`config.mk`:
```
export PLATFORM = sky130hd
export DESIGN_NAME = serial_hid_frame_receiver
export DESIGN_NICKNAME = d
export VERILOG_FILES = /design/src/rtl/shfr_pkg.sv /design/src/rtl/serial_hid_frame_receiver.sv /design/src/rtl/shfr_front.sv /design/src/rtl/shfr_queue.sv /design/src/rtl/shfr_back.sv
export SDC_FILE = /design/constraint.sdc
export NUM_CORES = 1
export LEC_CHECK = 0
export ABC_AREA = 1
export ABC_CLOCK_PERIOD_IN_PS = 13800
export BUFFER_PORTS_ARGS = -buffer_cell sky130_fd_sc_hd__clkbuf_2
export CAP_MARGIN = 20
export CORE_UTILIZATION = 45
export DETAILED_ROUTE_END_ITERATION = 7
export PLACE_DENSITY = 0.67
export SYNTH_ARGS = -nofsm -noshare
export SYNTH_HDL_FRONTEND = slang
export SYNTH_SLANG_ARGS = --single-unit
```
`constraint.sdc`:
```
create_clock -name aclk -period 13.8 [get_ports aclk]
set_input_delay 0.69 -clock aclk [delete_from_list [all_inputs] [get_ports aclk]]
set_output_delay 0.69 -clock aclk [all_outputs]
set_load 0.02 [all_outputs]
```
`src/rtl/shfr_pkg.sv`:
```
// Package for the serial HID frame receiver: result kinds, line tokens,
// request codes and the command descriptor passed from the parser to the emitter.
// No dependencies.
package shfr_pkg;

    // Request selectors on the input channel
    localparam logic [1:0] REQ_START = 2'd0;
    localparam logic [1:0] REQ_BYTE  = 2'd1;
    localparam logic [1:0] REQ_TICK  = 2'd2;

    // Result kinds
    localparam logic [2:0] KIND_DATA    = 3'd0;
    localparam logic [2:0] KIND_REPLY   = 3'd1;
    localparam logic [2:0] KIND_DONE    = 3'd2;
    localparam logic [2:0] KIND_FAIL    = 3'd3;
    localparam logic [2:0] KIND_SYNC    = 3'd4;
    localparam logic [2:0] KIND_RETRACT = 3'd5;

    // Line tokens
    localparam logic [7:0] TOK_SYNC     = 8'h16;
    localparam logic [7:0] TOK_SYNC_OFF = 8'h18;
    localparam logic [7:0] TOK_ACK      = 8'h06;
    localparam logic [7:0] TOK_NAK      = 8'h15;
    localparam logic [3:0] FLAG_LAST    = 4'h8;
    localparam logic [3:0] TYPE_NOTIFY  = 4'h5;

    // One parser transaction worth of results: data bytes, optional reply,
    // optional final status.
    typedef struct packed {
        logic [3:0]  ndata;
        logic        rep_en;
        logic [7:0]  rep_val;
        logic        fin_en;
        logic [2:0]  fin_kind;
        logic [7:0]  fin_val;
        logic [15:0] fin_count;
    } shfr_cmd_t;

endpackage

```
`src/rtl/serial_hid_frame_receiver.sv`:
```
// Serial HID frame receiver: top level joining parser, descriptor queue
// and result emitter. Depends on shfr_pkg, shfr_front, shfr_queue, shfr_back.
//
// Usage:
//   s_* stream carries requests: s_tuser selects start, line byte or timeout
//   tick; s_tdata carries the line byte and the expected payload length.
//   m_* stream carries results: m_tuser is the result kind, m_tdata the value
//   and the delivered byte count, m_tlast marks the last result of a request.
//   cfg_* writes the retry limit (4 bits, 3 after reset); write it only while
//   no results are pending.
// Throughput: one request transaction per cycle while the descriptor queue
//   has room. Results leave one per cycle while m_tready is high; a good
//   frame yields up to FRAME_MAX + 2 results, so the result emitter sets
//   the sustained rate. Path: the first result of a request is written to
//   the queue with the request transaction, then to the output register,
//   and only then shows on m_tvalid.
// Reset: parser idle, retry limit 3, queue empty, no result valid.
// Stall: when m_tready is low the output register holds its result; the
//   queue keeps taking descriptors until full, then s_tready drops.
module serial_hid_frame_receiver #(
    parameter int FRAME_MAX  = 8,
    parameter int QUEUE_DEPTH = 2
) (
    input  logic        aclk,
    input  logic        aresetn,
    // Request stream
    input  logic        s_tvalid,
    output logic        s_tready,
    input  logic [23:0] s_tdata,   // [7:0] rx_byte, [23:8] expected_len
    input  logic [1:0]  s_tuser,   // [1:0] req_type
    // Result stream
    output logic        m_tvalid,
    input  logic        m_tready,
    output logic [23:0] m_tdata,   // [7:0] value, [23:8] byte_count
    output logic [2:0]  m_tuser,   // [2:0] kind
    output logic        m_tlast,   // last result of the request
    // Retry limit write channel
    input  logic        cfg_valid,
    output logic        cfg_ready,
    input  logic [3:0]  cfg_data   // [3:0] max_retries
);
    import shfr_pkg::*;

    localparam int QW = $bits(shfr_cmd_t) + FRAME_MAX * 8;

    logic [3:0]             max_retries_reg;
    logic                   push;
    logic                   pop;
    logic                   q_empty;
    logic                   q_full;
    shfr_cmd_t              push_cmd;
    logic [FRAME_MAX*8-1:0] push_frame;
    logic [QW-1:0]          head_word;
    shfr_cmd_t              head_cmd;
    logic [FRAME_MAX*8-1:0] head_frame;
    logic [7:0]             res_value;
    logic [15:0]            res_count;

    // Accept configuration writes at any time
    assign cfg_ready = 1'b1;

    always_ff @(posedge aclk) begin
        if (!aresetn) begin
            max_retries_reg <= 4'd3;
        end else if (cfg_valid) begin
            max_retries_reg <= cfg_data;
        end
    end

    // Parse requests and build one descriptor per request with results
    shfr_front #(
        .FRAME_MAX (FRAME_MAX)
    ) u_front (
        .clk          (aclk),
        .rstn         (aresetn),
        .in_valid     (s_tvalid),
        .in_ready     (s_tready),
        .req_type     (s_tuser),
        .rx_byte      (s_tdata[7:0]),
        .expected_len (s_tdata[23:8]),
        .max_retries  (max_retries_reg),
        .q_full       (q_full),
        .push         (push),
        .cmd          (push_cmd),
        .frame_data   (push_frame)
    );

    // Hold descriptors, frame bytes included, so the parser can run ahead
    shfr_queue #(
        .WIDTH (QW),
        .DEPTH (QUEUE_DEPTH)
    ) u_queue (
        .clk       (aclk),
        .rstn      (aresetn),
        .push      (push),
        .push_data ({push_cmd, push_frame}),
        .pop       (pop),
        .head_data (head_word),
        .empty     (q_empty),
        .full      (q_full)
    );

    assign head_cmd   = head_word[QW-1 -: $bits(shfr_cmd_t)];
    assign head_frame = head_word[FRAME_MAX*8-1:0];

    // Expand descriptors into result transactions
    shfr_back #(
        .FRAME_MAX (FRAME_MAX)
    ) u_back (
        .clk        (aclk),
        .rstn       (aresetn),
        .head_valid (!q_empty),
        .head_cmd   (head_cmd),
        .head_data  (head_frame),
        .pop        (pop),
        .out_valid  (m_tvalid),
        .out_ready  (m_tready),
        .out_kind   (m_tuser),
        .out_value  (res_value),
        .out_count  (res_count),
        .out_last   (m_tlast)
    );

    assign m_tdata = {res_count, res_value};

endmodule

```
`src/rtl/shfr_front.sv`:
```
// Frame parser front end: accepts requests, tracks the transfer and frame
// state, and pushes one result descriptor per transaction that yields results.
// Depends on shfr_pkg.
module shfr_front #(
    parameter int FRAME_MAX = 8
) (
    input  logic                     clk,
    input  logic                     rstn,
    input  logic                     in_valid,
    output logic                     in_ready,
    input  logic [1:0]               req_type,
    input  logic [7:0]               rx_byte,
    input  logic [15:0]              expected_len,
    input  logic [3:0]               max_retries,
    input  logic                     q_full,
    output logic                     push,
    output shfr_pkg::shfr_cmd_t      cmd,
    output logic [FRAME_MAX*8-1:0]   frame_data
);
    import shfr_pkg::*;

    localparam int IDX_W = (FRAME_MAX > 1) ? $clog2(FRAME_MAX) : 1;

    localparam logic [2:0] PH_IDLE  = 3'd0;
    localparam logic [2:0] PH_TYPE  = 3'd1;
    localparam logic [2:0] PH_LEN   = 3'd2;
    localparam logic [2:0] PH_DATA  = 3'd3;
    localparam logic [2:0] PH_CHECK = 3'd4;

    logic [2:0]  phase_reg, phase_next;
    logic [7:0]  type_reg, type_next;
    logic [3:0]  size_reg, size_next;
    logic [3:0]  idx_reg, idx_next;
    logic [7:0]  xor_reg, xor_next;
    logic [3:0]  retry_reg, retry_next;
    logic [16:0] rem_reg, rem_next;
    logic [15:0] del_reg, del_next;
    logic [7:0]  store_reg [FRAME_MAX];

    logic        accept;
    logic        store_we;
    logic [3:0]  rc_inc;
    logic [3:0]  limit;
    logic        retry_hit;
    logic [16:0] rem_sub;
    logic [15:0] del_add;
    logic [16:0] rem_back;
    logic        rem_sub_pos;
    logic        rem_back_pos;
    logic [3:0]  idx_inc;
    logic [3:0]  len_lo;
    shfr_cmd_t   cmd_c;

    assign in_ready = !q_full;
    assign accept   = in_valid && in_ready;

    assign rc_inc       = retry_reg + 4'd1;
    assign limit        = (max_retries == 4'd0) ? 4'd1 : max_retries;
    assign retry_hit    = (rc_inc >= limit);
    assign rem_sub      = rem_reg - {13'd0, size_reg};
    assign del_add      = del_reg + {12'd0, size_reg};
    assign rem_back     = rem_sub + {1'b0, del_add};
    assign rem_sub_pos  = !rem_sub[16] && (rem_sub != 17'd0);
    assign rem_back_pos = !rem_back[16] && (rem_back != 17'd0);
    assign idx_inc      = idx_reg + 4'd1;
    assign len_lo       = rx_byte[3:0];

    always_comb begin
        phase_next = phase_reg;
        type_next  = type_reg;
        size_next  = size_reg;
        idx_next   = idx_reg;
        xor_next   = xor_reg;
        retry_next = retry_reg;
        rem_next   = rem_reg;
        del_next   = del_reg;
        store_we   = 1'b0;
        cmd_c      = '0;

        unique case (req_type)
            REQ_START: begin
                rem_next   = {1'b0, expected_len};
                del_next   = 16'd0;
                retry_next = 4'd0;
                size_next  = 4'd0;
                idx_next   = 4'd0;
                xor_next   = 8'd0;
                if (expected_len == 16'd0) begin
                    cmd_c.fin_en   = 1'b1;
                    cmd_c.fin_kind = KIND_DONE;
                    phase_next     = PH_IDLE;
                end else begin
                    phase_next = PH_TYPE;
                end
            end
            REQ_BYTE: begin
                unique case (phase_reg)
                    PH_TYPE: begin
                        if (rx_byte == TOK_SYNC || rx_byte == TOK_SYNC_OFF) begin
                            cmd_c.fin_en   = 1'b1;
                            cmd_c.fin_kind = KIND_SYNC;
                            cmd_c.fin_val  = rx_byte;
                            phase_next     = PH_IDLE;
                        end else begin
                            type_next  = rx_byte;
                            phase_next = PH_LEN;
                        end
                    end
                    PH_LEN: begin
                        if (rx_byte[7:4] != len_lo) begin
                            cmd_c.fin_en   = 1'b1;
                            cmd_c.fin_kind = KIND_FAIL;
                            phase_next     = PH_IDLE;
                        end else if (len_lo > 4'(FRAME_MAX)) begin
                            cmd_c.rep_en   = 1'b1;
                            cmd_c.rep_val  = TOK_NAK;
                            cmd_c.fin_en   = 1'b1;
                            cmd_c.fin_kind = KIND_FAIL;
                            phase_next     = PH_IDLE;
                        end else begin
                            size_next  = len_lo;
                            idx_next   = 4'd0;
                            xor_next   = 8'd0;
                            phase_next = (len_lo != 4'd0) ? PH_DATA : PH_CHECK;
                        end
                    end
                    PH_DATA: begin
                        store_we = (idx_reg < 4'(FRAME_MAX));
                        xor_next = xor_reg ^ rx_byte;
                        idx_next = idx_inc;
                        if (idx_inc >= size_reg) begin
                            phase_next = PH_CHECK;
                        end
                    end
                    PH_CHECK: begin
                        if (rx_byte == xor_reg) begin
                            // Good frame: release bytes, ACK, then settle the transfer
                            cmd_c.ndata   = size_reg;
                            cmd_c.rep_en  = 1'b1;
                            cmd_c.rep_val = TOK_ACK;
                            rem_next      = rem_sub;
                            del_next      = del_add;
                            retry_next    = 4'd0;
                            if (type_reg[7:4] == FLAG_LAST) begin
                                cmd_c.fin_en = 1'b1;
                                if (type_reg[3:0] == TYPE_NOTIFY) begin
                                    rem_next = rem_back;
                                    del_next = 16'd0;
                                    if (rem_back_pos) begin
                                        cmd_c.fin_kind = KIND_RETRACT;
                                        phase_next     = PH_TYPE;
                                    end else begin
                                        cmd_c.fin_kind = KIND_FAIL;
                                        phase_next     = PH_IDLE;
                                    end
                                end else begin
                                    cmd_c.fin_kind  = KIND_DONE;
                                    cmd_c.fin_count = del_add;
                                    phase_next      = PH_IDLE;
                                end
                            end else if (rem_sub_pos) begin
                                phase_next = PH_TYPE;
                            end else begin
                                cmd_c.fin_en   = 1'b1;
                                cmd_c.fin_kind = KIND_FAIL;
                                phase_next     = PH_IDLE;
                            end
                        end else begin
                            cmd_c.rep_en  = 1'b1;
                            cmd_c.rep_val = TOK_NAK;
                            retry_next    = rc_inc;
                            if (retry_hit) begin
                                cmd_c.fin_en   = 1'b1;
                                cmd_c.fin_kind = KIND_FAIL;
                                phase_next     = PH_IDLE;
                            end else begin
                                phase_next = PH_TYPE;
                            end
                        end
                    end
                    default: begin
                    end
                endcase
            end
            REQ_TICK: begin
                unique case (phase_reg)
                    PH_TYPE: begin
                        // Timeout before a frame: count a retry, no NAK
                        retry_next = rc_inc;
                        if (retry_hit) begin
                            cmd_c.fin_en   = 1'b1;
                            cmd_c.fin_kind = KIND_FAIL;
                            phase_next     = PH_IDLE;
                        end else begin
                            phase_next = PH_TYPE;
                        end
                    end
                    PH_LEN: begin
                        cmd_c.fin_en   = 1'b1;
                        cmd_c.fin_kind = KIND_FAIL;
                        phase_next     = PH_IDLE;
                    end
                    PH_DATA, PH_CHECK: begin
                        // Timeout inside a frame: handle as a bad checksum
                        cmd_c.rep_en  = 1'b1;
                        cmd_c.rep_val = TOK_NAK;
                        retry_next    = rc_inc;
                        if (retry_hit) begin
                            cmd_c.fin_en   = 1'b1;
                            cmd_c.fin_kind = KIND_FAIL;
                            phase_next     = PH_IDLE;
                        end else begin
                            phase_next = PH_TYPE;
                        end
                    end
                    default: begin
                    end
                endcase
            end
            default: begin
            end
        endcase
    end

    assign cmd  = cmd_c;
    assign push = accept && (cmd_c.rep_en || cmd_c.fin_en || (cmd_c.ndata != 4'd0));

    always_ff @(posedge clk) begin
        if (!rstn) begin
            phase_reg <= PH_IDLE;
            type_reg  <= 8'd0;
            size_reg  <= 4'd0;
            idx_reg   <= 4'd0;
            xor_reg   <= 8'd0;
            retry_reg <= 4'd0;
            rem_reg   <= 17'd0;
            del_reg   <= 16'd0;
        end else if (accept) begin
            phase_reg <= phase_next;
            type_reg  <= type_next;
            size_reg  <= size_next;
            idx_reg   <= idx_next;
            xor_reg   <= xor_next;
            retry_reg <= retry_next;
            rem_reg   <= rem_next;
            del_reg   <= del_next;
        end
    end

    always_ff @(posedge clk) begin
        if (accept && store_we) begin
            store_reg[idx_reg[IDX_W-1:0]] <= rx_byte;
        end
    end

    for (genvar i = 0; i < FRAME_MAX; i++) begin : g_flat
        assign frame_data[i*8 +: 8] = store_reg[i];
    end

endmodule

```
`src/rtl/shfr_queue.sv`:
```
// Small descriptor queue between the parser and the result emitter.
// Generic width and depth; no package dependency.
module shfr_queue #(
    parameter int WIDTH = 8,
    parameter int DEPTH = 2
) (
    input  logic             clk,
    input  logic             rstn,
    input  logic             push,
    input  logic [WIDTH-1:0] push_data,
    input  logic             pop,
    output logic [WIDTH-1:0] head_data,
    output logic             empty,
    output logic             full
);
    localparam int PTR_W = (DEPTH > 1) ? $clog2(DEPTH) : 1;
    localparam int CNT_W = $clog2(DEPTH + 1);

    logic [WIDTH-1:0] entry_reg [DEPTH];
    logic [PTR_W-1:0] wr_ptr_reg, rd_ptr_reg;
    logic [CNT_W-1:0] count_reg;

    assign empty     = (count_reg == CNT_W'(0));
    assign full      = (count_reg == CNT_W'(DEPTH));
    assign head_data = entry_reg[rd_ptr_reg];

    always_ff @(posedge clk) begin
        if (!rstn) begin
            wr_ptr_reg <= '0;
            rd_ptr_reg <= '0;
            count_reg  <= '0;
        end else begin
            if (push) begin
                wr_ptr_reg <= (wr_ptr_reg == PTR_W'(DEPTH - 1)) ? '0 : wr_ptr_reg + 1'b1;
            end
            if (pop) begin
                rd_ptr_reg <= (rd_ptr_reg == PTR_W'(DEPTH - 1)) ? '0 : rd_ptr_reg + 1'b1;
            end
            if (push && !pop) begin
                count_reg <= count_reg + 1'b1;
            end else if (pop && !push) begin
                count_reg <= count_reg - 1'b1;
            end
        end
    end

    always_ff @(posedge clk) begin
        if (push) begin
            entry_reg[wr_ptr_reg] <= push_data;
        end
    end

endmodule

```
`src/rtl/shfr_back.sv`:
```
// Result emitter back end: expands the descriptor at the queue head into
// result transactions, one per cycle unless out_ready stalls the output,
// through a registered output stage. Depends on shfr_pkg.
module shfr_back #(
    parameter int FRAME_MAX = 8
) (
    input  logic                     clk,
    input  logic                     rstn,
    input  logic                     head_valid,
    input  shfr_pkg::shfr_cmd_t      head_cmd,
    input  logic [FRAME_MAX*8-1:0]   head_data,
    output logic                     pop,
    output logic                     out_valid,
    input  logic                     out_ready,
    output logic [2:0]               out_kind,
    output logic [7:0]               out_value,
    output logic [15:0]              out_count,
    output logic                     out_last
);
    import shfr_pkg::*;

    localparam int IDX_W = (FRAME_MAX > 1) ? $clog2(FRAME_MAX) : 1;

    localparam logic [1:0] ST_DATA = 2'd0;
    localparam logic [1:0] ST_FIN  = 2'd2;

    logic [1:0]  stage_reg;
    logic [3:0]  pos_reg;
    logic        valid_reg;
    logic [2:0]  kind_reg;
    logic [7:0]  value_reg;
    logic [15:0] count_reg;
    logic        last_reg;

    logic        slot_free;
    logic        emit;
    logic        cur_data;
    logic        cur_rep;
    logic        cur_last;
    logic [3:0]  pos_inc;
    logic [2:0]  cur_kind;
    logic [7:0]  cur_value;
    logic [15:0] cur_count;

    assign slot_free = !valid_reg || out_ready;
    assign emit      = head_valid && slot_free;
    assign pos_inc   = pos_reg + 4'd1;

    assign cur_data = (stage_reg == ST_DATA) && (pos_reg < head_cmd.ndata);
    assign cur_rep  = !cur_data && (stage_reg != ST_FIN) && head_cmd.rep_en;

    always_comb begin
        if (cur_data) begin
            cur_kind  = KIND_DATA;
            cur_value = head_data[8*pos_reg[IDX_W-1:0] +: 8];
            cur_count = 16'd0;
            cur_last  = (pos_inc == head_cmd.ndata) && !head_cmd.rep_en && !head_cmd.fin_en;
        end else if (cur_rep) begin
            cur_kind  = KIND_REPLY;
            cur_value = head_cmd.rep_val;
            cur_count = 16'd0;
            cur_last  = !head_cmd.fin_en;
        end else begin
            cur_kind  = head_cmd.fin_kind;
            cur_value = head_cmd.fin_val;
            cur_count = head_cmd.fin_count;
            cur_last  = 1'b1;
        end
    end

    assign pop = emit && cur_last;

    always_ff @(posedge clk) begin
        if (!rstn) begin
            stage_reg <= ST_DATA;
            pos_reg   <= 4'd0;
            valid_reg <= 1'b0;
        end else begin
            if (emit) begin
                valid_reg <= 1'b1;
            end else if (out_ready) begin
                valid_reg <= 1'b0;
            end
            if (emit) begin
                if (cur_last) begin
                    stage_reg <= ST_DATA;
                    pos_reg   <= 4'd0;
                end else if (cur_data) begin
                    pos_reg <= pos_inc;
                end else begin
                    stage_reg <= ST_FIN;
                end
            end
        end
    end

    always_ff @(posedge clk) begin
        if (emit) begin
            kind_reg  <= cur_kind;
            value_reg <= cur_value;
            count_reg <= cur_count;
            last_reg  <= cur_last;
        end
    end

    assign out_valid = valid_reg;
    assign out_kind  = kind_reg;
    assign out_value = value_reg;
    assign out_count = count_reg;
    assign out_last  = last_reg;

endmodule
```
# Word-level counts from Yosys, hierarchy flattened
# Memory sizes are Yosys's and may differ from the RTL's. A register that Yosys moved wholly into a read port is not among the register bits.
# Cells that the tools add are included.
# classes
n_lt_le_gt_ge	5
n_mux	90
n_eq_ne	28
shifts	1
bitwise	2
n_reduce_logical	53
n_addsub	10
# op_table
cell	count
two-way mux 16 bit	7
two-way mux 4 bit	19
two-way mux 17 bit	4
indexed part select 64 x 7 -> 8 bit	1
two-way mux 8 bit	5
one-hot mux 4 bit (3 select lines)	3
one-hot mux 9 bit (2 select lines)	2
one-hot mux 17 bit (2 select lines)	1
nonzero test 17 bit	2
one-hot mux 16 bit (2 select lines)	1
one-hot mux 4 bit (2 select lines)	4
one-hot mux 8 bit (2 select lines)	2
two-way mux 9 bit	3
two-way mux 24 bit	1
two-way mux 3 bit	8
two-way mux 1 bit	20
adder 17 x 16 -> 17 bit	1
subtractor 17 x 4 -> 17 bit	1
adder 16 x 4 -> 16 bit	1
equality test 8 x 5 -> 1 bit, second input constant	2
logical NOT 16 bit	1
AND reduction 5 bit	3
logical AND 1 bit	14
!= test 2 bit, second input constant	7
41 further kinds	76
# totals
register_bits	107
inputBits	35
memories	2
ram_bits	274
# mem_list
memory	words	width	rd	rd_clocked_by_memory_dff	write_ports	line	source
u_queue.entry_reg	2	105	1	1	1	shfr_queue.sv:19	logic [WIDTH-1:0] entry_reg [DEPTH];
u_front.store_reg	8	8	8	0	1	shfr_front.sv:38	logic [7:0] store_reg [FRAME_MAX];

# Depth between registers and ports, before layout
# logic_depth
word_depth	17
mapped_depth	31
depth_no_buf	31

# By module
# Synthesis repeated with hierarchy kept, for this count alone.
# unflattened
hier_cells	1692
area_unflattened_um2	18320.1
# modules_own_cells
mod	cells_each	area_each_um2	seq_area_each_um2	n_inst
shfr_queue	362	8055.2	6406.1	1
shfr_front	993	7803.7	3203.1	1
shfr_back	313	2299.7	960.9	1
serial_hid_frame_receiver	24	161.4	80.1	1

# Least setup slack after synthesis
# Ideal clock, no wire load.
# synth_timing
path_type	register -> register
startpoint	register u_front.rem_reg[0]
endpoint	memory u_queue.entry_reg[0][0] (netlist name) (enable)
arrival_time_ns	6.479
stages_incl_launch_ff	20
path_slack_ns	6.763
path_buffers	0
setup_time_ns	0.558
path_cell_list	dfxtp_1 > inv_1 > ha_1 > fa_1 > nor2_1 > nor2_1 > xor2_1 > nor4_1 > nand3_1 > nor2_1 > nand4_1 > a31oi_1 > nand2_1 > nand2_1 > nand2_1 > nand2_1 > nand2_1 > nand2_1 > nand2_1 > nor2_1
# synth_via
elab_chain_cells	13
word_cells_on_any_way	14
# synth_lines
item	line	source
start: declaration	shfr_front.sv:36	logic [16:0] rem_reg, rem_next;
start signal: assignment	shfr_front.sv:245	rem_reg <= rem_next;
subtractor 17 x 4 -> 17 bit (*)	shfr_front.sv:60	assign rem_sub = rem_reg - {13'd0, size_reg};
nonzero test 17 bit or logical NOT 1 bit (tied branches)	shfr_front.sv:63	assign rem_sub_pos = !rem_sub[16] && (rem_sub != 17'd0);
logical AND 1 bit (*)	shfr_front.sv:63	
two-way mux 4 bit (*)	shfr_front.sv:161	end else if (rem_sub_pos) begin
two-way mux 4 bit (*)	shfr_front.sv:144	if (type_reg[7:4] == FLAG_LAST) begin
two-way mux 9 bit (*)	shfr_front.sv:136	if (rx_byte == xor_reg) begin
one-hot mux 4 bit (3 select lines) (*)	shfr_front.sv:97	unique case (phase_reg)
one-hot mux 4 bit (3 select lines) (*)	shfr_front.sv:80	unique case (req_type)
logical OR 1 bit (*) (2 in a row)	shfr_front.sv:226	assign push = accept && (cmd_c.rep_en || cmd_c.fin_en || (cmd_c.ndata != 4'd0));
logical AND 1 bit (*)	shfr_front.sv:226	
two-way mux 1 bit (*)	shfr_queue.sv:48	if (push) begin
two-way mux 1 bit (not written as such) (*)	shfr_queue.sv:49	entry_reg[wr_ptr_reg] <= push_data;
end: declaration	shfr_queue.sv:19	
# Every way passes the cells marked *; elsewhere a longest branch is shown, timed or not.

# Worst setup path after layout
# layout_timing
startpoint	register u_front.size_reg[3]
endpoint	memory u_queue.entry_reg[0][11] (netlist name) (enable)
# layout_via
elab_chain_cells	13
word_cells_on_any_way	18
# layout_lines
item	line	source
start: declaration	shfr_front.sv:32	logic [3:0] size_reg, size_next;
start signal: assignment	shfr_front.sv:241	size_reg <= size_next;
subtractor 17 x 4 -> 17 bit	shfr_front.sv:60	
nonzero test 17 bit or logical NOT 1 bit (tied branches)	shfr_front.sv:63	
logical AND 1 bit	shfr_front.sv:63	
two-way mux 4 bit	shfr_front.sv:161	
two-way mux 4 bit	shfr_front.sv:144	
two-way mux 9 bit	shfr_front.sv:136	
one-hot mux 4 bit (3 select lines)	shfr_front.sv:97	
one-hot mux 4 bit (3 select lines)	shfr_front.sv:80	
logical OR 1 bit	shfr_front.sv:226	
logical OR 1 bit (*)	shfr_front.sv:226	
logical AND 1 bit (*)	shfr_front.sv:226	
two-way mux 1 bit (*)	shfr_queue.sv:48	
two-way mux 1 bit (not written as such) (*)	shfr_queue.sv:49	
# Marks and branches as above.

==> out/results.ini <==
[drt]
wire_per_inst_um = 18.1
drtAntennaViolNets = 0
vias_per_cell = 5.46
routed_wl_um = 39700
drt_iter0_markers = 901
drt_pass1_iterations = 5
drcViolationCount = 0
routed-via-count = 12000

[cells_and_area]
final_util = 0.515
drive_gt1_frac = 0.110
multiInputGateArea_mm2 = 0.00577
fillCellCount = 3215
area_delta_synth_final_pct = 12.7
seqCellArea_mm2 = 0.0103
nets = 1774
largest_reg_flops = 198

[yosys]
ys.flop_type = edfxtp_1
ys_top_cells_by_area = edfxtp_1, dfxtp_1, nand2_1
synthCells = 1623
ys_top_cells_by_count = edfxtp_1, nand2_1, nor2_1
yosys_warnings = 0
ys_types = 57
avgSynthCellArea_um2 = 10.3
async_reset_ff_frac = 0
ys_ff_latch = 369
yosysSeqAreaShare = 0.613
synth_top_cell_area_share = 0.519
syn-cell-area_mm2 = 0.0168
yosysMostFrequentCell = edfxtp_1
synth_edf_count = 290
synth_top_area_cell = edfxtp_1

[global_routing]
grt_pass1_vias = 11700
overflow = 0
antenna_found_initial = 0
grt_pass1_wl_um = 62400
grt_start_max_net_pins = 88
grtUsageTotal = 0.210

[placement]
io_buffers = 64
pre_cts_slack_ps = 9200
dpl.hpwl_um = 26200
gp_congestion = 0.888

[floorplanning]
dieArea_mm2 = 0.0381
die_y_um = 195
die_w_um = 195
initial_core_util = 0.457
placementRows = 70
ios = 66
core_area_mm2 = 0.0367

[cts]
cts-root-buf = clkbuf_16
postCtsSetupRepairBufs = 0
cts_tree = yes
clock-sinks = 369
insertion_delay_ps = 530
postCtsHoldBufs = 0
htree_levels = 2
cts_resized = 0
cts_made_buffers = 38
cts_buffer_depth = 3
clkTransAtPathRegs_ps = 60

[pwr]
p_per_area_mw_per_mm2 = 145
power_leakage_nw = 7.12
total_power_mw = 2.74
peakVddDrop_v = 0.0000702

[run]
maxCapViolations = 0

[worst_setup_path]
crit_family = buffers and inverters
cp.required_ps = 13960
reg2reg_slack_ps = 9210
cp_common_cell = nand2_1
arrival_ps = 4750
worstSetupStartpointType = flop
critPathSlowestCell = buf_4
path_cells = inv_1 > ha_1 > inv_1 > o21bai_1 > nor2_1 > nand2_1 > inv_1 > nand3_1 > xor2_1 > nor2_1 > nand4_1 > a31oi_1 > nand2_1 > nand2_1 > nand2_1 > nand2_1 > nand2_1 > nand2_1 > nand2_1 > nor2_4 > buf_4 > buf_4
critPathMaxStageDelay_ps = 730
worstSetupPathType = reg -> reg
crit_path_end_kind = flop
cp_num_buf_inv = 5
cp_max_fo = 58

[run_status]
status = complete, no violations

[min_path]
hold_class = in -> reg

[sta]
worst_slew_pin_slew_ps = 1060
period_needed_ps = 4590
final_max_slew_viol_count = 0
fmax_mhz = 218
setup_tns_ps = 0
max_slew_margin = 0.290
setup_ws_ps = 9210
skew_ps = 13.0
hold_viol = 0
rsz0062_at_grt = no
fin_crit_sh = 0.333
setup_viol = 0

[final timing paths]
kind / end / cells after the start / startpoint
max: u_queue.entry_reg[0][11] / 22 / u_front.size_reg[3]
min: max_retries_reg[0] / 3 / cfg_data[0]
max reg2reg: u_queue.entry_reg[0][11] / 22 / u_front.size_reg[3]
min reg2reg: u_queue.entry_reg[1][25] / 0 / u_front.store_reg[3][1]
[power by group]
group / total, mW / internal, mW / switching (mW) / leakage, nW
Sequential: 1.27 / 1.25 / 0.0249 / 3.23
Clock: 1.02 / 0.590 / 0.426 / 0.609
Combinational: 0.455 / 0.141 / 0.314 / 3.28
[cells in the final DEF, fill, tap and decap left out, drive strengths merged, types with 6 or more instances in the layout]
cell type  Yosys  final
nor3          22     22
nand2        282    282
nor2         208    208
inv          147    152
xor2          31     31
clkinv         4     17
o22ai         26     26
mux2i         11     11
nand3         54     54
edfxtp       290    290
conb           2      9
o21ai        119    119
o221ai         6      6
clkbuf        48    110
xnor2         22     22
ha            43     43
a211oi         9      9
nand4         24     24
o211ai         7      7
a21oi        110    110
a221oi        16     16
a31oi         12     12
buf            9     16
dfxtp         79     79
[cell type report]
type,count,area share
diodes,1,0.000132
well taps,468,0.0310
multi-input cells,1053,0.305
flip-flops and latches,369,0.544
repair buffers,80,0.0243
clock inverters,23,0.0114
inverters,151,0.0301
clock buffers,46,0.0540
[metal layers]
layer | up-vias | wire (um) | global-route usage | share of wire
met2 | 352 | 18800 | 0.346 | 0.47
met4 | 0 | 842 | 0.0633 | 0.021
met5 | - | 0 | 0 | 0
met1 | 5751 | 17800 | 0.287 | 0.45
li1 | 5792 | - | - | -
met3 | 59 | 2210 | 0.0320 | 0.056
[through the flow]
stage                     std cells  hold slack [ps]  area [um^2]
after floorplan                1630              421        16800
after global placement         2117              422        17600
after detailed placement       2118              429        17600
after CTS                      2187              349        18900
after global routing           2190              378        18900
final                          2191              365        18900
[tightest hold or removal path, cell delays in order]
cell      delay (ps)
clkbuf_2          70
nand2_1           40
nand3_1           60
[cells by family (layout without fill, tap and decap cells)]
logic type | Yosys count | after routing | synth area share
DFF | 369 | 369 | 0.613
muxes | 11 | 11 | 0.00656
AOI/OAI and AO/OA | 325 | 325 | 0.111
adders and majority gates | 46 | 46 | 0.0356
and+or+nand+nor | 609 | 609 | 0.158
other | 2 | 10 | 0.000447
buffers and inverters | 208 | 300 | 0.0475
xor gates and xnor gates | 53 | 53 | 0.0276
(Power assumes the default switching activity.)
